--- src/design/pcps_pkg.sv ---
// ----------------------------------------------------------------------------
// pcps_pkg - shared types and constants of the power cycle ping supervisor
// Event codes, power modes, reachability codes, register map and the
// structures that pass configuration and results between the modules.
// ----------------------------------------------------------------------------
package pcps_pkg;

  // Event codes carried by the action field
  typedef enum logic [2:0] {
    ACT_TICK    = 3'd0,
    ACT_ON      = 3'd1,
    ACT_OFF     = 3'd2,
    ACT_RESTART = 3'd3,
    ACT_CHECK   = 3'd4,
    ACT_RESULT  = 3'd5
  } action_t;

  // Power modes
  typedef enum logic [1:0] {
    MODE_ON      = 2'd0,
    MODE_OFF     = 2'd1,
    MODE_RESTART = 2'd2
  } mode_t;

  // Reachability status codes
  typedef enum logic [2:0] {
    ST_UNKNOWN        = 3'd0,
    ST_BOOTING        = 3'd1,
    ST_CHECKING       = 3'd2,
    ST_RESPONDING     = 3'd3,
    ST_NOT_RESPONDING = 3'd4
  } status_t;

  // Register indexes (byte address is 4 times the index)
  typedef enum logic [2:0] {
    REG_RESTART_DELAY = 3'd0,
    REG_CONTINUOUS    = 3'd1,
    REG_INTERVAL      = 3'd2,
    REG_GRACE         = 3'd3,
    REG_THRESHOLD     = 3'd4
  } reg_idx_t;

  localparam int unsigned PADDR_W   = 5;
  localparam int unsigned PDATA_W   = 32;
  localparam int unsigned MS_PER_S  = 1000;

  localparam int unsigned DELAY_W    = 4;
  localparam int unsigned INTERVAL_W = 9;
  localparam int unsigned GRACE_W    = 17;
  localparam int unsigned THRESH_W   = 8;
  localparam int unsigned RESTART_W  = 14;
  localparam int unsigned SINCE_W    = 19;
  localparam int unsigned FAIL_W     = 8;

  // Reset values of the registers
  localparam logic [DELAY_W-1:0]    RST_DELAY     = 4'd3;
  localparam logic [INTERVAL_W-1:0] RST_INTERVAL  = 9'd10;
  localparam logic [GRACE_W-1:0]    RST_GRACE     = 17'd90000;
  localparam logic [THRESH_W-1:0]   RST_THRESHOLD = 8'd3;

  typedef struct packed {
    logic [DELAY_W-1:0]    restart_delay_s;
    logic                  continuous_check;
    logic [INTERVAL_W-1:0] check_interval_s;
    logic [GRACE_W-1:0]    grace_window_ms;
    logic [THRESH_W-1:0]   fail_threshold;
  } cfg_t;

  typedef struct packed {
    mode_t               power_mode;
    logic                relay_off;
    status_t             reach_status;
    logic                check_request;
    logic [FAIL_W-1:0]   fail_count;
    logic                grace_active;
    logic                command_taken;
  } res_t;

endpackage

--- src/design/pcps_regs.sv ---
// ----------------------------------------------------------------------------
// pcps_regs - configuration register file
// APB-style slave holding the five supervisor settings; always ready.
// ----------------------------------------------------------------------------
module pcps_regs (
  input  logic                          clk,
  input  logic                          rst,
  input  logic                          psel,
  input  logic                          penable,
  input  logic                          pwrite,
  input  logic [pcps_pkg::PADDR_W-1:0]  paddr,
  input  logic [pcps_pkg::PDATA_W-1:0]  pwdata,
  output logic [pcps_pkg::PDATA_W-1:0]  prdata,
  output logic                          pready,
  output pcps_pkg::cfg_t                cfg
);

  logic     wr_en;
  logic [2:0] idx;

  assign pready = 1'b1;
  assign wr_en  = psel && penable && pwrite;
  assign idx    = paddr[4:2];

  // Write the addressed register on the access cycle
  always_ff @(posedge clk) begin
    if (rst) begin
      cfg.restart_delay_s  <= pcps_pkg::RST_DELAY;
      cfg.continuous_check <= 1'b0;
      cfg.check_interval_s <= pcps_pkg::RST_INTERVAL;
      cfg.grace_window_ms  <= pcps_pkg::RST_GRACE;
      cfg.fail_threshold   <= pcps_pkg::RST_THRESHOLD;
    end else if (wr_en) begin
      case (idx)
        pcps_pkg::REG_RESTART_DELAY:
          cfg.restart_delay_s <= pwdata[pcps_pkg::DELAY_W-1:0];
        pcps_pkg::REG_CONTINUOUS:
          cfg.continuous_check <= pwdata[0];
        pcps_pkg::REG_INTERVAL:
          cfg.check_interval_s <= pwdata[pcps_pkg::INTERVAL_W-1:0];
        pcps_pkg::REG_GRACE:
          cfg.grace_window_ms <= pwdata[pcps_pkg::GRACE_W-1:0];
        pcps_pkg::REG_THRESHOLD:
          cfg.fail_threshold <= pwdata[pcps_pkg::THRESH_W-1:0];
        default: ;
      endcase
    end
  end

  // Return the addressed register, zero-extended
  always_comb begin
    case (idx)
      pcps_pkg::REG_RESTART_DELAY:
        prdata = pcps_pkg::PDATA_W'(cfg.restart_delay_s);
      pcps_pkg::REG_CONTINUOUS:
        prdata = pcps_pkg::PDATA_W'(cfg.continuous_check);
      pcps_pkg::REG_INTERVAL:
        prdata = pcps_pkg::PDATA_W'(cfg.check_interval_s);
      pcps_pkg::REG_GRACE:
        prdata = pcps_pkg::PDATA_W'(cfg.grace_window_ms);
      pcps_pkg::REG_THRESHOLD:
        prdata = pcps_pkg::PDATA_W'(cfg.fail_threshold);
      default:
        prdata = '0;
    endcase
  end

endmodule

--- src/design/pcps_core.sv ---
// ----------------------------------------------------------------------------
// pcps_core - supervisor state and event handling
// Holds the power, grace, check and failure state, and works out in one pass
// the next state and the result for the event in the input register.
// ----------------------------------------------------------------------------
module pcps_core (
  input  logic                 clk,
  input  logic                 rst,
  input  logic                 step_en,
  input  logic [2:0]           action,
  input  logic                 reply_ok,
  input  pcps_pkg::cfg_t       cfg,
  output pcps_pkg::res_t       res
);

  pcps_pkg::mode_t   mode_reg, mode_next;
  pcps_pkg::status_t status_reg, status_next;
  pcps_pkg::status_t status_before_check, status_before_check_next;
  logic [pcps_pkg::RESTART_W-1:0] restart_elapsed, restart_elapsed_next;
  logic [pcps_pkg::GRACE_W-1:0]   grace_elapsed, grace_elapsed_next;
  logic [pcps_pkg::SINCE_W-1:0]   since_check_ms, since_check_ms_next;
  logic [pcps_pkg::FAIL_W-1:0]    fail_counter, fail_counter_next;
  logic grace_flag, grace_flag_next;
  logic has_checked, has_checked_next;
  logic check_wanted, check_wanted_next;
  logic check_pending, check_pending_next;
  logic launched_in_grace, launched_in_grace_next;

  logic [pcps_pkg::RESTART_W-1:0] restart_limit;
  logic [pcps_pkg::SINCE_W-1:0]   interval_limit;

  // Seconds to milliseconds, constant multiply
  assign restart_limit  = pcps_pkg::RESTART_W'(cfg.restart_delay_s)
                          * pcps_pkg::RESTART_W'(pcps_pkg::MS_PER_S);
  assign interval_limit = pcps_pkg::SINCE_W'(cfg.check_interval_s)
                          * pcps_pkg::SINCE_W'(pcps_pkg::MS_PER_S);

  // Next state and result for one event
  always_comb begin
    logic launched;
    logic taken;
    logic in_window;
    logic periodic;

    mode_next                = mode_reg;
    status_next              = status_reg;
    status_before_check_next = status_before_check;
    restart_elapsed_next     = restart_elapsed;
    grace_elapsed_next       = grace_elapsed;
    since_check_ms_next      = since_check_ms;
    fail_counter_next        = fail_counter;
    grace_flag_next          = grace_flag;
    has_checked_next         = has_checked;
    check_wanted_next        = check_wanted;
    check_pending_next       = check_pending;
    launched_in_grace_next   = launched_in_grace;
    launched                 = 1'b0;
    taken                    = 1'b1;
    in_window                = 1'b0;
    periodic                 = 1'b0;

    case (pcps_pkg::action_t'(action))
      pcps_pkg::ACT_TICK: begin
        // advance the millisecond counters
        if (has_checked && since_check_ms != '1) begin
          since_check_ms_next = since_check_ms + pcps_pkg::SINCE_W'(1);
        end
        if (mode_reg == pcps_pkg::MODE_RESTART) begin
          if (restart_elapsed != '1) begin
            restart_elapsed_next = restart_elapsed + pcps_pkg::RESTART_W'(1);
          end
          if (restart_elapsed_next >= restart_limit) begin
            mode_next          = pcps_pkg::MODE_ON;
            grace_elapsed_next = '0;
            grace_flag_next    = 1'b1;
            fail_counter_next  = '0;
            status_next        = pcps_pkg::ST_BOOTING;
            check_wanted_next  = cfg.continuous_check;
          end
        end else if (mode_reg == pcps_pkg::MODE_ON && grace_flag &&
                     grace_elapsed != '1) begin
          grace_elapsed_next = grace_elapsed + pcps_pkg::GRACE_W'(1);
        end
        // monitor pass while powered on
        if (mode_next == pcps_pkg::MODE_ON) begin
          if (grace_flag_next) begin
            if (grace_elapsed_next < cfg.grace_window_ms) begin
              in_window = 1'b1;
              if (!check_pending && status_next != pcps_pkg::ST_RESPONDING) begin
                status_next = pcps_pkg::ST_BOOTING;
              end
            end else begin
              grace_flag_next = 1'b0;
            end
          end
          periodic = cfg.continuous_check &&
                     (!has_checked || since_check_ms_next >= interval_limit);
          if (!check_pending && (check_wanted_next || periodic)) begin
            check_wanted_next        = 1'b0;
            has_checked_next         = 1'b1;
            since_check_ms_next      = '0;
            status_before_check_next = status_next;
            status_next              = pcps_pkg::ST_CHECKING;
            check_pending_next       = 1'b1;
            launched_in_grace_next   = in_window;
            launched                 = 1'b1;
          end
        end
      end
      pcps_pkg::ACT_ON: begin
        check_pending_next = 1'b0;
        mode_next          = pcps_pkg::MODE_ON;
        grace_elapsed_next = '0;
        grace_flag_next    = 1'b1;
        fail_counter_next  = '0;
        status_next        = pcps_pkg::ST_BOOTING;
        check_wanted_next  = cfg.continuous_check;
      end
      pcps_pkg::ACT_OFF: begin
        check_pending_next = 1'b0;
        mode_next          = pcps_pkg::MODE_OFF;
        grace_flag_next    = 1'b0;
        check_wanted_next  = 1'b0;
        fail_counter_next  = '0;
        status_next        = pcps_pkg::ST_UNKNOWN;
      end
      pcps_pkg::ACT_RESTART: begin
        if (mode_reg == pcps_pkg::MODE_RESTART) begin
          taken = 1'b0;
        end else begin
          check_pending_next   = 1'b0;
          mode_next            = pcps_pkg::MODE_RESTART;
          restart_elapsed_next = '0;
          grace_flag_next      = 1'b0;
          check_wanted_next    = 1'b0;
          fail_counter_next    = '0;
          status_next          = pcps_pkg::ST_BOOTING;
        end
      end
      pcps_pkg::ACT_CHECK: begin
        if (mode_reg != pcps_pkg::MODE_ON) begin
          taken = 1'b0;
        end else begin
          check_wanted_next = 1'b1;
        end
      end
      pcps_pkg::ACT_RESULT: begin
        // drop a result that has no check waiting for it
        if (check_pending) begin
          check_pending_next = 1'b0;
          if (reply_ok) begin
            fail_counter_next = '0;
            grace_flag_next   = 1'b0;
            status_next       = pcps_pkg::ST_RESPONDING;
          end else if (launched_in_grace) begin
            fail_counter_next = '0;
            status_next       = pcps_pkg::ST_BOOTING;
          end else begin
            if (fail_counter != '1) begin
              fail_counter_next = fail_counter + pcps_pkg::FAIL_W'(1);
            end
            if (fail_counter_next >= cfg.fail_threshold) begin
              status_next = pcps_pkg::ST_NOT_RESPONDING;
            end else if (status_before_check == pcps_pkg::ST_RESPONDING) begin
              status_next = pcps_pkg::ST_RESPONDING;
            end else begin
              status_next = pcps_pkg::ST_UNKNOWN;
            end
          end
        end
      end
      default: ;
    endcase

    res.power_mode    = mode_next;
    res.relay_off     = (mode_next != pcps_pkg::MODE_ON);
    res.reach_status  = status_next;
    res.check_request = launched;
    res.fail_count    = fail_counter_next;
    res.grace_active  = grace_flag_next;
    res.command_taken = taken;
  end

  // Hold the state, advance it on each processed transaction
  always_ff @(posedge clk) begin
    if (rst) begin
      mode_reg            <= pcps_pkg::MODE_ON;
      status_reg          <= pcps_pkg::ST_UNKNOWN;
      status_before_check <= pcps_pkg::ST_UNKNOWN;
      restart_elapsed     <= '0;
      grace_elapsed       <= '0;
      since_check_ms      <= '0;
      fail_counter        <= '0;
      grace_flag          <= 1'b0;
      has_checked         <= 1'b0;
      check_wanted        <= 1'b0;
      check_pending       <= 1'b0;
      launched_in_grace   <= 1'b0;
    end else if (step_en) begin
      mode_reg            <= mode_next;
      status_reg          <= status_next;
      status_before_check <= status_before_check_next;
      restart_elapsed     <= restart_elapsed_next;
      grace_elapsed       <= grace_elapsed_next;
      since_check_ms      <= since_check_ms_next;
      fail_counter        <= fail_counter_next;
      grace_flag          <= grace_flag_next;
      has_checked         <= has_checked_next;
      check_wanted        <= check_wanted_next;
      check_pending       <= check_pending_next;
      launched_in_grace   <= launched_in_grace_next;
    end
  end

  // A pending check only lives while powered on
  a_pending_on: assert property (@(posedge clk) disable iff (rst)
    check_pending |-> mode_reg == pcps_pkg::MODE_ON)
    else $error("check pending outside power on");

  // Grace window only open while powered on
  a_grace_on: assert property (@(posedge clk) disable iff (rst)
    grace_flag |-> mode_reg == pcps_pkg::MODE_ON)
    else $error("grace window open outside power on");

  // Checking status goes with a pending check
  a_checking: assert property (@(posedge clk) disable iff (rst)
    status_reg == pcps_pkg::ST_CHECKING |-> check_pending)
    else $error("checking status without pending check");

endmodule

--- src/design/power_cycle_ping_supervisor_top.sv ---
// ----------------------------------------------------------------------------
// power_cycle_ping_supervisor_top - relay power cycle supervisor
// Usage:
//   Input channel (in_valid/in_stall): one event per transaction, carrying
//   action (tick, on, off, restart, check now, ping result) and reply_ok.
//   Output channel (out_valid/out_stall): exactly one result transaction per
//   event, in order: power mode, relay level, reachability status, check
//   launch strobe, failure count, grace flag and command acceptance.
//   An event is taken into the input register, handled by one pass of the
//   state logic and its result is loaded into the output register when that
//   register is free; one event per cycle is sustained while the receiver
//   does not stall. When the receiver stalls, the result holds in the output
//   register; one further event is still taken into the input register, after
//   which in_stall rises until the output register drains. Reset (rst,
//   synchronous) empties both registers, powers the load on with status unknown
//   and loads the register defaults. The user must write settings over the
//   APB-style port only while no event is in flight; the block does not
//   enforce this.
// ----------------------------------------------------------------------------
module power_cycle_ping_supervisor_top (
  input  logic                          clk,
  input  logic                          rst,
  // configuration port
  input  logic                          psel,
  input  logic                          penable,
  input  logic                          pwrite,
  input  logic [pcps_pkg::PADDR_W-1:0]  paddr,
  input  logic [pcps_pkg::PDATA_W-1:0]  pwdata,
  output logic [pcps_pkg::PDATA_W-1:0]  prdata,
  output logic                          pready,
  // event channel
  input  logic                          in_valid,
  output logic                          in_stall,
  input  logic [2:0]                    action,
  input  logic                          reply_ok,
  // result channel
  output logic                          out_valid,
  input  logic                          out_stall,
  output logic [1:0]                    power_mode,
  output logic                          relay_off,
  output logic [2:0]                    reach_status,
  output logic                          check_request,
  output logic [7:0]                    fail_count,
  output logic                          grace_active,
  output logic                          command_taken
);

  pcps_pkg::cfg_t cfg;
  pcps_pkg::res_t res_next;
  pcps_pkg::res_t res;

  logic       s1_valid;
  logic [2:0] s1_action;
  logic       s1_reply_ok;
  logic       in_take;
  logic       advance;

  pcps_regs u_regs (
    .clk     (clk),
    .rst     (rst),
    .psel    (psel),
    .penable (penable),
    .pwrite  (pwrite),
    .paddr   (paddr),
    .pwdata  (pwdata),
    .prdata  (prdata),
    .pready  (pready),
    .cfg     (cfg)
  );

  pcps_core u_core (
    .clk      (clk),
    .rst      (rst),
    .step_en  (advance),
    .action   (s1_action),
    .reply_ok (s1_reply_ok),
    .cfg      (cfg),
    .res      (res_next)
  );

  // Move the held event on whenever the output register is free
  assign advance  = s1_valid && (!out_valid || !out_stall);
  assign in_stall = s1_valid && !advance;
  assign in_take  = in_valid && !in_stall;

  // Input register
  always_ff @(posedge clk) begin
    if (rst) begin
      s1_valid <= 1'b0;
    end else if (in_take) begin
      s1_valid <= 1'b1;
    end else if (advance) begin
      s1_valid <= 1'b0;
    end
  end

  always_ff @(posedge clk) begin
    if (in_take) begin
      s1_action   <= action;
      s1_reply_ok <= reply_ok;
    end
  end

  // Output register: load on advance, drop once taken
  always_ff @(posedge clk) begin
    if (rst) begin
      out_valid <= 1'b0;
    end else if (advance) begin
      out_valid <= 1'b1;
    end else if (!out_stall) begin
      out_valid <= 1'b0;
    end
  end

  always_ff @(posedge clk) begin
    if (advance) begin
      res <= res_next;
    end
  end

  assign power_mode    = res.power_mode;
  assign relay_off     = res.relay_off;
  assign reach_status  = res.reach_status;
  assign check_request = res.check_request;
  assign fail_count    = res.fail_count;
  assign grace_active  = res.grace_active;
  assign command_taken = res.command_taken;

  // Stall only with an event held
  a_stall_held: assert property (@(posedge clk) disable iff (rst)
    in_stall |-> s1_valid)
    else $error("input stalled with empty input register");

  // A processed event always leaves a result behind
  a_result_made: assert property (@(posedge clk) disable iff (rst)
    advance |=> out_valid)
    else $error("processed event produced no result");

  // A launch strobe always reports the checking status
  a_launch_status: assert property (@(posedge clk) disable iff (rst)
    out_valid && check_request |-> reach_status == pcps_pkg::ST_CHECKING)
    else $error("check launched without checking status");

endmodule
--- config.mk ---
export PLATFORM = sky130hd
export DESIGN_NAME = power_cycle_ping_supervisor_top
export DESIGN_NICKNAME = d
export VERILOG_FILES = /design/src/design/pcps_pkg.sv /design/src/design/pcps_regs.sv /design/src/design/pcps_core.sv /design/src/design/power_cycle_ping_supervisor_top.sv
export SDC_FILE = /design/constraint.sdc
export NUM_CORES = 1
export LEC_CHECK = 0
export ABC_AREA = 1
export BUFFER_PORTS_ARGS = -buffer_cell sky130_fd_sc_hd__clkbuf_2
export CAP_MARGIN = 20
export CORE_MARGIN = 1
export CORE_UTILIZATION = 29
export CTS_CLUSTER_DIAMETER = 80
export CTS_CLUSTER_SIZE = 28
export DETAILED_ROUTE_END_ITERATION = 10
export GPL_TIMING_DRIVEN = 0
export HOLD_SLACK_MARGIN = 0.08
export SYNTH_ARGS = -nofsm -noshare
export SYNTH_HDL_FRONTEND = slang
export SYNTH_SLANG_ARGS = --single-unit
--- constraint.sdc ---
create_clock -name clk -period 5.1 [get_ports clk]
set_input_delay 1.02 -clock clk [delete_from_list [all_inputs] [get_ports clk]]
set_output_delay 1.02 -clock clk [all_outputs]
set_load 0.01 [all_outputs]
## Word level (Yosys, flattened, before mapping)

Cells that the tools add are included.
W data, S select, Z words.

| word-level totals | value |
|---|---|
| word-level logic and storage cells | 182 |
| flip-flop bits (word level) | 133 |
| bits of input ports | 48 |
| output and inout bits | 52 |

| cells by class | value |
|---|---|
| reduce and logical (&&, ||, !) cells | 45 |
| $lt $le $gt $ge | 4 |
| add/subtract/negate cells | 4 |
| eq/ne operators | 22 |
| mux-type cells | 77 |
| multiply operators | 2 |

Operators by type and width:

| kind | count |
|---|---|
| $mux W8 | 11 |
| $pmux W17 S5 | 1 |
| $mux W19 | 4 |
| $mux W14 | 5 |
| $mux W17 | 4 |
| $mux W3 | 13 |
| $pmux W17 S2 | 1 |
| $pmux W8 S4 | 1 |
| $pmux W14 S2 | 1 |
| $mux W1 | 25 |
| $add A19 B1 Y19 const B | 1 |
| $ge A19 B19 Y1 | 1 |
| $ne A19 B19 Y1 const B | 1 |
| $add A17 B1 Y17 const B | 1 |
| $lt A17 B17 Y1 | 1 |
| $ne A17 B17 Y1 const B | 1 |
| $mul A9 B7 Y16 const B | 1 |
| $reduce_and A2 Y1 | 8 |
| $eq A3 B2 Y1 const B | 5 |
| $pmux W3 S5 | 1 |
| $add A14 B1 Y14 const B | 1 |
| $ge A14 B14 Y1 | 1 |
| $ne A14 B14 Y1 const B | 1 |
| $reduce_and A4 Y1 | 3 |
| other kinds (26) | 61 |

## Longest topological paths before layout

Gate-level depths: netlist of run 1.

| depth | value |
|---|---|
| depth in word-level cells | 16 |
| mapped depth | 35 |
| depth with buffers taken out | 34 |

## By module

Synthesis of run 1 repeated with hierarchy kept, for this count alone.

| unflattened totals | value |
|---|---|
| cell total of the unflattened synthesis | 1496 |
| area total of the unflattened synthesis | 10717.8 µm² |

By module, submodules not included:

| module | times used | cells an instance | seq. area each (µm²) | area each (µm²) |
|---|---|---|---|---|
| pcps_core | 1 | 1145 | 1421.4 | 7951.4 |
| pcps_regs | 1 | 318 | 780.7 | 2044.5 |
| power_cycle_ping_supervisor_top | 1 | 33 | 670.6 | 721.9 |

## Least setup slack after synthesis of run 1

Ideal clock, no wire load.

| timing | value |
|---|---|
| path type | register to register |
| start | register u_regs.cfg[36] (netlist name) |
| end | register res, in the netlist reach_status[1] (data pin) |
| buffers on the path | 1 |
| library setup time | 0.251 ns |
| clock period less this slack | 5.583 ns |
| required time | 4.849 ns |
| cell stages (with the launch flop) | 35 |
| path slack | -0.483 ns |
| arrival time | 5.332 ns |
| cell sequence | dfxtp_1 fa_1 inv_1 fa_1 inv_1 ha_1 a21oi_1 nand2_1 a21oi_1 nor2_1 nor2_1 o21ai_0 a21oi_1 xor2_1 ha_1 nand2_1 o21ai_0 nor2_1 nand2_1 nor2_1 nand2_1 nand2_1 buf_4 nand3_1 o21ai_0 ha_1 a21oi_1 o21a_1 o221ai_1 a21oi_1 nand4_1 nand3_1 nand3_1 nand2_1 inv_1 |

RTL lines:

| item | line | text |
|---|---|---|
| to (signal assigned) | power_cycle_ping_supervisor_top.sv:117 | `res <= res_next;` |
| to (decl) | power_cycle_ping_supervisor_top.sv:50 | `pcps_pkg::res_t res;` |

## Worst setup path after layout of run 1

| timing | value |
|---|---|
| start | register u_regs.cfg[28] (netlist name) |
| end | register u_core.since_check_ms[9] (netlist name) |

| on the way | value |
|---|---|
| cells in the longest elaborated chain, start to end | 8 |

Ends and longest elaborated chain:

| item | line | text |
|---|---|---|
| $mul A9 B7 Y16 | pcps_core.sv:36 | `* pcps_pkg::SINCE_W'(pcps_pkg::MS_PER_S);` |
| $ge A19 B19 Y1 | pcps_core.sv:97 | `(!has_checked \|\| since_check_ms_next >= interval_limit);` |
| $logic_or A1 B1 Y1 | pcps_core.sv:97 |  |
| $logic_and A1 B1 Y1 | pcps_core.sv:96 | `periodic = cfg.continuous_check &&` |
| $logic_or A1 B1 Y1 | pcps_core.sv:98 | `if (!check_pending && (check_wanted_next \|\| periodic)) begin` |
| $logic_and A1 B1 Y1 | pcps_core.sv:98 |  |
| $mux W19 | pcps_core.sv:98 |  |
| $mux W19 | pcps_core.sv:85 | `if (mode_next == pcps_pkg::MODE_ON) begin` |
| to (signal assigned) | pcps_core.sv:205 | `since_check_ms <= since_check_ms_next;` |
| to (decl) | pcps_core.sv:21 | `logic [pcps_pkg::SINCE_W-1:0] since_check_ms, since_check_ms_next;` |

No other way between the ends.
A chain may end at the register's enable or synchronous reset.

==> results of run 1 <==
==> per-layer routing <==
| layer | wire, um | vias up |
|---|---|---|
| met5 | 0 | - |
| met4 | 683 | 0 |
| met3 | 897 | 43 |
| met2 | 15400 | 200 |
| met1 | 12700 | 4506 |
| li1 | - | 4753 |
==> how the worst min path moves through the flow <==
stage,from,to
finish,u_core.status_before_check[2]$_SDFFE_PP0P_,u_core.status_before_check[2]$_SDFFE_PP0P_
global route,u_core.since_check_ms[18]$_SDFFE_PP0P_,u_core.since_check_ms[18]$_SDFFE_PP0P_
CTS,u_core.status_before_check[2]$_SDFFE_PP0P_,u_core.status_before_check[2]$_SDFFE_PP0P_
detailed placement,u_core.status_before_check[2]$_SDFFE_PP0P_,u_core.status_before_check[2]$_SDFFE_PP0P_
global placement,u_core.status_before_check[0]$_SDFFE_PP0P_,u_core.status_before_check[0]$_SDFFE_PP0P_
floorplan,u_core.status_before_check[0]$_SDFFE_PP0P_,u_core.status_before_check[0]$_SDFFE_PP0P_
==> synthesized netlist by cell type, drive strengths merged <==
| master | number |
|---|---|
| nand2 | 255 |
| inv | 207 |
| a21oi | 154 |
| nor2 | 113 |
| dfxtp | 112 |
| ha | 108 |
| o21ai | 92 |
| nand3 | 63 |
| fa | 33 |
| xor2 | 29 |
| clkbuf | 26 |
| buf | 21 |
| edfxtp | 21 |
| nand4 | 20 |
| xnor2 | 16 |
| o211ai | 14 |
| nor3 | 12 |
| o22ai | 9 |
| o221ai | 6 |
| nand3b | 5 |
| nor4 | 5 |
| o21a | 4 |
| or2 | 4 |
| a31oi | 3 |
| nor3b | 3 |
| a211oi | 2 |
| a22oi | 2 |
| conb | 2 |
| o21bai | 2 |
| o31ai | 2 |
| a21boi | 1 |
| a221o | 1 |
| a221oi | 1 |
| and2 | 1 |
| and3 | 1 |
| clkinv | 1 |
| o2111a | 1 |
| o311ai | 1 |
==> through the flow <==
step	power [mW]	hold WS [ps]
2_1_floorplan	1.41	439
3_3_place_gp	1.52	450
3_5_place_dp	1.53	457
4_1_cts	2.85	465
5_1_grt	2.98	485
6_report	2.85	474
==> cell families (layout without fill, tap and decap cells) <==
family	after synthesis	after routing	synth area share, %
AOI/OAI and AO/OA	295	295	16.1
xor gates and xnor gates	45	45	3.91
adders and majority gates	141	141	20.0
buffers and inverters	255	404	10.3
DFF	133	133	28.5
other	2	16	0.0746
and+or+nand+nor	482	482	21.1
==> where the power goes <==
part / internal (mW) / switching [mW] / leakage [nW] / total (mW)
sequential: 1.09 / 0.0184 / 1.11 / 1.11
clock: 0.731 / 0.548 / 0.285 / 1.28
combinational: 0.181 / 0.286 / 4.28 / 0.467
==> placed cells by master, fill, tap and decap left out, drive strengths merged, types with 63 or more instances in the layout <==
cell type,netlist,layout
buf,21,72
nor2,113,113
dfxtp,112,112
a21oi,154,154
nand2,255,255
clkbuf,26,109
inv,207,212
o21ai,92,92
ha,108,108
nand3,63,63
==> worst min-delay path, stage by stage, from the launching register on <==
cell and delay (ps):
dfxtp_1 320, nand2_2 60, a21oi_1 50
==> cell type report <==
type                    count  area, um^2  share of cell area [%]
well taps                 448         561                    4.38
clock buffers              17         425                    3.32
repair buffers            117         822                    6.42
flip-flops and latches    133        2900                    22.7
inverters                 208         796                    6.21
plain buffers              47         265                    2.07
multi-input cells         979        6870                    53.6
clock inverters            15         168                    1.31
==> what timing repair did <==
action / 4_1_cts / 5_1_grt
endpoints found under the setup margin: 44 / 53
cloned: 2 / 0
pin swaps: 51 / 44
resized for setup: 66 / 107
buffers inserted: 33 / 16
==> run_results.csv, run 1 <==
group,metric,value,unit
status,status,"finished, violations left",
status,violations,"negative setup slack",
clock_network,cts_root_buf,"clkbuf_16",
global_route,grt_pass1_vias,9211,
logic_synthesis,postSynthRegisterBits,133,
timing,setup_viol,54,
floorplan,num_io_pins,100,
setup_path,crit_top_cell,"nand2_4",
min_path,min_path_cells,2,
setup_path,cp-start-kind,"flip-flop",
setup_path,path_max_fanout,5,
final_layout,nNetsFinal,1692,
global_route,grt_pass1_wl,46.8,mm
floorplan,die_w,188,um
final_layout,postLayoutCellArea,12800,um^2
logic_synthesis,synthCells,1353,
place,gp_congestion,0.857,
place,port_buffers,65,
setup_path,reg2reg_from,"u_regs.cfg[28]$_SDFFE_PP1P_",
final_layout,fin_util,37.8,%
timing,tightest_slew,875,ps
global_route,gr-total-overflow,0,
place,dpl.hpwl,22.1,mm
floorplan,die_y,188,um
logic_synthesis,synth_area_leaders,"dfxtp_1 (22%), ha_1 (13%), nand2_1 (9.2%)",
drt,drt_iter0_drc,505,
flow_run,drv_cap,0,
timing,rsz0062_at_grt,"true",
final_layout,largest_reg_flops,39,
logic_synthesis,avgSynthCellArea,7.44,um^2
global_route,grt_use_met2,30.4,%
floorplan,rows,67,
logic_synthesis,yosysSeqAreaShare,28.5,%
final_layout,fill_cells,3495,
clock_network,cts_inserted_buffers,17,
final_layout,diodes,0,
setup_path,crit_end,"u_core.since_check_ms[9]$_SDFFE_PP0P_",
power,p_leak,5.68,nW
timing,relSlewSlack,41.4,%
setup_path,cp_num_cells,32,
setup_path,setup.worst_path.start,"u_regs.cfg[28]$_SDFFE_PP1P_",
logic_synthesis,yosysWarnings,0,
setup_path,timing.rr.end,"u_core.since_check_ms[9]$_SDFFE_PP0P_",
floorplan,start_util,29.7,%
place,dpl.cell_count,1881,
logic_synthesis,mappedNetlistArea,10100,um^2
global_route,grt-busiest-layer,"met2",
global_route,antenna_found_initial,0,
clock_network,clk_latency,430,ps
drt,wl_per_cell,15.1,um
setup_path,setup.worst_path.end_class,"flip-flop",
drt,drc,0,
logic_synthesis,yosys.cell_types.count,53,
final_layout,top_register,"u_regs.cfg",
clock_network,numClockSinks,133,
power,p_per_area,223,nW/um^2
logic_synthesis,synth_top_area_share,22.3,%
timing,fin_skew,11.9,ps
final_layout,reg_top3,"u_regs.cfg (39), u_core.since_check_ms (19), u_core.grace_elapsed (17)",
final_layout,syn_to_final_growth,27.2,%
setup_path,crit_type,"flip-flop to flip-flop",
setup_path,reg2reg_depth,32,
clock_network,clk_pin_slew,70,ps
setup_path,arrival,6250,ps
drt,num_vias,9502,
setup_path,critPathRequiredTime,5460,ps
clock_network,htree_levels,4,
setup_path,worst_path_max_delay_cell,"fa_1",
power,peakVddDrop,0.000258,V
setup_path,path_buf_inv,6,
timing,max_freq,170,MHz
timing,layout_setup_ws,-795,ps
global_route,grt_use_met1,19.9,%
global_route,grt_max_degree,21,
timing,hold_viol,0,
place,place_area,11100,um^2
min_path,hp-class,"flip-flop to flip-flop",
clock_network,cts_buffer_depth,2,
clock_network,holdBufCountCts,0,
place,dp_slack,-1210,ps
final_layout,final_cells,1964,
logic_synthesis,netlist.top_cell.by_area,"dfxtp_1",
floorplan,dieArea,35500,um^2
drt,vias_per_cell,4.84,
drt,ant_nets,0,
timing,drv_slew,0,
global_route,gr-usage-all-layers,16.6,%
drt,firstDrtPassIters,5,
setup_path,cpPeakStageDelay,500,ps
timing,setup-tns-final,-30070,ps
timing,fin_crit,5900,ps
timing,period_share,116,%
floorplan,core,33900,um^2
drt,routed_wl,29.7,mm
setup_path,cp_top_family,"adder cells",
clock_network,cts_tree,"done",
setup_path,rrSetupSlack,-800,ps
global_route,met3_usage,2.24,%
final_layout,layout-drive-gt1-share,21.8,%
Power figures use the tool's default switching activity.
==> inputs of run 2 (changes only) <==
--- a/config.mk
+++ b/config.mk
@@ -9,12 +9,13 @@
 export BUFFER_PORTS_ARGS = -buffer_cell sky130_fd_sc_hd__clkbuf_2
 export CAP_MARGIN = 20
 export CORE_MARGIN = 1
-export CORE_UTILIZATION = 29
+export CORE_UTILIZATION = 50
 export CTS_CLUSTER_DIAMETER = 80
 export CTS_CLUSTER_SIZE = 28
 export DETAILED_ROUTE_END_ITERATION = 10
 export GPL_TIMING_DRIVEN = 0
 export HOLD_SLACK_MARGIN = 0.08
+export PLACE_DENSITY = 0.72
 export SYNTH_ARGS = -nofsm -noshare
 export SYNTH_HDL_FRONTEND = slang
 export SYNTH_SLANG_ARGS = --single-unit
==> run_results.csv, run 2 (synthesized netlist as in run 1, its figures left out) <==
group,metric,value,unit
setup_path,cp_top_family,"adder cells",
flow_run,drv_cap,0,
final_layout,final_cell_mix,"nand2_1 (218), inv_1 (193), a21oi_1 (122), nor2_1 (104), dfxtp_1 (102)",
final_layout,diodes,0,
floorplan,rows,51,
global_route,gr-total-overflow,0,
drt,ant_nets,0,
power,p_per_area,228,nW/um^2
setup_path,reg2reg_from,"u_regs.cfg[27]$_SDFFE_PP0P_",
final_layout,final_common_cell,"nand2_1",
clock_network,cts_root_buf,"clkbuf_16",
timing,rsz0062_at_grt,"true",
timing,period_share,115,%
global_route,antenna_found_initial,0,
clock_network,numClockSinks,133,
final_layout,nNetsFinal,1684,
timing,hold_viol,0,
setup_path,setup.worst_path.end_class,"flip-flop",
place,gp_congestion,0.884,
setup_path,critPathRequiredTime,5460,ps
min_path,min_path_cells,2,
power,p_leak,5.62,nW
floorplan,dieArea,20700,um^2
global_route,gr-usage-all-layers,26.7,%
clock_network,cts_tree,"done",
setup_path,crit_top_cell,"fa_1",
drt,drc,0,
setup_path,path_buf_inv,4,
floorplan,die_y,144,um
final_layout,syn_to_final_growth,23.3,%
timing,drv_slew,0,
status,status,"finished, violations left",
timing,whs,474,ps
final_layout,layout-drive-gt1-share,21.1,%
timing,tightest_slew,911,ps
global_route,grt_pass1_wl,43.3,mm
floorplan,core,19600,um^2
clock_network,htree_levels,4,
timing,layout_setup_ws,-767,ps
power,power,2.84,mW
power,peakVddDrop,0.000244,V
final_layout,reg_top3,"u_regs.cfg (39), u_core.since_check_ms (19), u_core.grace_elapsed (17)",
place,port_buffers,65,
global_route,grt_pass1_vias,8956,
timing,max_freq,170,MHz
clock_network,clk_latency,440,ps
clock_network,cts_buffer_depth,2,
place,dpl.hpwl,20.0,mm
clock_network,clk_pin_slew,60,ps
floorplan,num_io_pins,100,
timing,fin_skew,13.0,ps
status,violations,"negative setup slack",
final_layout,postLayoutCellArea,12400,um^2
timing,fin_crit,5870,ps
drt,wl_per_cell,15.3,um
timing,relSlewSlack,39.0,%
floorplan,start_util,51.4,%
global_route,grt_max_degree,20,
setup_path,cp-start-kind,"flip-flop",
clock_network,holdBufCountCts,0,
place,place_area,10900,um^2
setup_path,rrSetupSlack,-770,ps
drt,vias_per_cell,5.41,
drt,num_vias,9595,
setup_path,path_max_fanout,5,
min_path,hp-class,"flip-flop to flip-flop",
final_layout,top_register,"u_regs.cfg",
setup_path,reg2reg_depth,31,
final_layout,fin_util,63.4,%
floorplan,die_w,144,um
min_path,holdCritStartpoint,"u_core.status_before_check[0]$_SDFFE_PP0P_",
setup_path,arrival,6230,ps
timing,setup-tns-final,-22630,ps
drt,firstDrtPassIters,6,
setup_path,cpPeakStageDelay,550,ps
clock_network,cts_inserted_buffers,17,
final_layout,largest_reg_flops,39,
setup_path,timing.rr.end,"u_core.since_check_ms[16]$_SDFFE_PP0P_",
setup_path,crit_type,"flip-flop to flip-flop",
drt,routed_wl,27.2,mm
timing,setup_viol,34,
drt,drt_iter0_drc,738,
setup_path,worst_path_max_delay_cell,"fa_1",
min_path,min_to,"u_core.status_before_check[0]$_SDFFE_PP0P_",
## run 2: report_power, final
part           switching [mW]  total (mW)  internal, mW
combinational           0.285       0.470         0.185
clock                   0.509        1.26         0.754
sequential             0.0171        1.10          1.09
## run 2: stage by stage
| stage | setup slack, ps | std cells |
|---|---|---|
| after floorplan | -236 | 1367 |
| after global placement | -1040 | 1697 |
| after detailed placement | -1120 | 1698 |
| after CTS | -701 | 1757 |
| after global routing | -994 | 1773 |
| final | -767 | 1773 |
## run 2: per-layer routing
metal	share of wire, %	track usage [%]
met1	43	35.4
met2	48	44.0
met3	5.8	4.43
met4	2.7	9.18
met5	0	0
## run 2: what timing repair did
| action | 4_1_cts | 5_1_grt |
|---|---|---|
| cloned | 1 | 1 |
| resized for setup | 48 | 101 |
| setup buffers | 26 | 15 |
| pin swaps | 39 | 34 |
| setup endpoints to repair | 44 | 47 |
## run 2: worst register-to-register path: cells and delay by family, from the launching register on
kind,cells,cell delay [ps]
AOI/OAI and AO/OA,6,790
xor gates and xnor gates,1,200
adders and majority gates,6,2580
buffers and inverters,4,350
DFF,1,370
and+or+nand+nor,14,1520
## run 2: area by class of cell
type	count	area [um^2]
fill	1646	7170
multi-input combinational	979	6790
sequential	133	2900
inverter	208	791
timing repair buffer	109	744
clock buffer	19	454
tap	265	332
buffer	47	265
clock inverter	13	145
## run 2: how the worst max path moves through the flow
| stage | startpoint | endpoint | slack (ps) | depth (start not counted) |
|---|---|---|---|---|
| 2_1_floorplan | u_regs.cfg[28]$_SDFFE_PP1P_ | u_core.since_check_ms[16]$_SDFFE_PP0P_ | -240 | 33 |
| 3_3_place_gp | u_regs.cfg[37]$_SDFFE_PP0P_ | reach_status[1]$_DFFE_PP_ | -1040 | 34 |
| 3_5_place_dp | u_regs.cfg[37]$_SDFFE_PP0P_ | reach_status[1]$_DFFE_PP_ | -1120 | 34 |
| 4_1_cts | u_regs.cfg[27]$_SDFFE_PP0P_ | u_core.since_check_ms[16]$_SDFFE_PP0P_ | -700 | 31 |
| 5_1_grt | u_regs.cfg[27]$_SDFFE_PP0P_ | u_core.since_check_ms[16]$_SDFFE_PP0P_ | -990 | 31 |
| 6_report | u_regs.cfg[27]$_SDFFE_PP0P_ | u_core.since_check_ms[16]$_SDFFE_PP0P_ | -770 | 31 |
==> inputs of run 3 (changes only) <==
--- a/config.mk
+++ b/config.mk
@@ -8,6 +8,7 @@
 export ABC_AREA = 1
 export BUFFER_PORTS_ARGS = -buffer_cell sky130_fd_sc_hd__clkbuf_2
 export CAP_MARGIN = 20
+export CORE_ASPECT_RATIO = 1.2
 export CORE_MARGIN = 1
 export CORE_UTILIZATION = 50
 export CTS_CLUSTER_DIAMETER = 80
==> run_results.csv, run 3 (synthesized netlist as in run 1, its figures left out) <==
group,metric,value,unit
setup_path,cp-start-kind,"flip-flop",
timing,tightest_slew,861,ps
final_layout,fill_cells,1755,
timing,period_share,113,%
status,violations,"negative setup slack",
setup_path,cpPeakStageDelay,570,ps
setup_path,worst_path_max_delay_cell,"fa_1",
clock_network,clk_latency,440,ps
timing,layout_setup_ws,-688,ps
status,status,"finished, violations left",
final_layout,final_common_cell,"nand2_1",
clock_network,cts_tree,"done",
floorplan,dieArea,20700,um^2
final_layout,largest_reg_flops,39,
timing,setup-tns-final,-19610,ps
min_path,hp-class,"flip-flop to flip-flop",
setup_path,path_max_fanout,5,
timing,rsz0062_at_grt,"true",
place,place_area,10900,um^2
final_layout,multiInputGateArea,6870,um^2
clock_network,cts_root_buf,"clkbuf_16",
final_layout,ff_latch_area,2900,um^2
timing,hold_viol,0,
setup_path,crit_type,"flip-flop to flip-flop",
final_layout,diodes,0,
global_route,gr-total-overflow,0,
timing,relSlewSlack,42.4,%
global_route,gr-usage-all-layers,26.6,%
timing,fin_skew,11.4,ps
drt,routed_wl,27.2,mm
clock_network,cts_inserted_buffers,17,
final_layout,final_cell_mix,"nand2_1 (220), inv_1 (193), a21oi_1 (123), nor2_1 (104), dfxtp_1 (102)",
drt,drc,0,
drt,wl_per_cell,15.3,um
global_route,antenna_found_initial,0,
clock_network,holdBufCountCts,0,
clock_network,htree_levels,4,
setup_path,setup.worst_path.end_class,"flip-flop",
floorplan,rows,56,
clock_network,numClockSinks,133,
final_layout,postLayoutCellArea,12600,um^2
floorplan,start_util,51.3,%
setup_path,arrival,6150,ps
timing,setup_viol,34,
clock_network,cts_buffer_depth,2,
place,gp_congestion,0.905,
drt,ant_nets,0,
final_layout,layout-drive-gt1-share,21.7,%
final_layout,top_register,"u_regs.cfg",
drt,vias_per_cell,5.41,
global_route,grt_pass1_vias,9112,
final_layout,nNetsFinal,1691,
drt,num_vias,9604,
power,p_per_area,232,nW/um^2
drt,firstDrtPassIters,6,
setup_path,crit_top_cell,"fa_1",
final_layout,reg_top3,"u_regs.cfg (39), u_core.since_check_ms (19), u_core.grace_elapsed (17)",
timing,drv_slew,0,
floorplan,die_y,157,um
timing,max_freq,173,MHz
place,dpl.cell_count,1694,
power,p_leak,5.67,nW
power,peakVddDrop,0.000265,V
floorplan,num_io_pins,100,
final_layout,final_cells,1776,
final_layout,syn_to_final_growth,24.9,%
global_route,grt_max_degree,17,
floorplan,core,19600,um^2
place,port_buffers,65,
timing,fin_crit,5790,ps
place,dp_slack,-1210,ps
clock_network,clk_pin_slew,70,ps
setup_path,critPathRequiredTime,5460,ps
drt,drt_iter0_drc,519,
flow_run,drv_cap,0,
floorplan,die_w,132,um
place,dpl.hpwl,20.4,mm
global_route,grt_pass1_wl,43.3,mm
## run 3: cell types whose count changed in the layout (fill, tap and decap cells not counted), moves of 3 or more
cell and change:
buf_4 +7, nand3_1 -3, nand3_4 +3, inv_4 +4
o21ai_4 +4, o21ai_1 -4, inv_6 -4
## run 3: cell type report
cell class | instances | share of cell area, %
clock buffer | 20 | 3.72
inverter | 208 | 6.33
multi-input combinational | 979 | 54.6
sequential | 133 | 23.1
clock inverter | 12 | 1.37
buffer | 47 | 2.11
timing repair buffer | 116 | 6.20
tap | 261 | 2.60
## run 3: timing repair
item,in CTS,in global routing
setup endpoints to repair,44,49
setup buffers,30,19
resized for setup,81,83
pin swaps,60,56
gates cloned,2,0
## run 3: worst max-delay path: cells and delay by family, from the launching register on
family	cells	cell delay, ps
simple gates	14	1430
xor+xnor	1	230
buf+inv	4	340
compound gates	6	750
flops	1	370
fa+ha+maj	6	2610
## run 3: layer usage
metal / track usage [%] / wire length (um) / vias up
li1: - / - / 4767
met1: 28.9 / 10800 / 4477
met2: 48.7 / 14000 / 279
met3: 4.86 / 1160 / 81
met4: 15.0 / 1240 / 0
met5: 0 / 0 / -
## run 3: path summary, 6_finish.rpt
path / depth (start not counted) / slack, ps / startpoint / end
max: 31 / -690 / u_regs.cfg[27]$_SDFFE_PP0P_ / u_core.since_check_ms[15]$_SDFFE_PP0P_
min: 2 / 470 / u_core.status_before_check[1]$_SDFFE_PP0P_ / u_core.status_before_check[1]$_SDFFE_PP0P_
max reg2reg: 31 / -690 / u_regs.cfg[27]$_SDFFE_PP0P_ / u_core.since_check_ms[15]$_SDFFE_PP0P_
min reg2reg: 2 / 470 / u_core.status_before_check[1]$_SDFFE_PP0P_ / u_core.status_before_check[1]$_SDFFE_PP0P_
## run 3: per-stage QoR
stage / hold slack [ps] / power (mW) / utilization [%]
final: 471 / 2.92 / 64.1
after detailed placement: 463 / 1.52 / 55.6
after global routing: 482 / 3.03 / 64.1
after CTS: 473 / 2.90 / 61.8
after global placement: 451 / 1.51 / 55.5
after floorplan: 439 / 1.41 / -
## run 3: power by group
| group | switching, mW | internal (mW) |
|---|---|---|
| combinational | 0.279 | 0.184 |
| sequential | 0.0172 | 1.09 |
| clock | 0.492 | 0.860 |
| total | 0.788 | 2.13 |
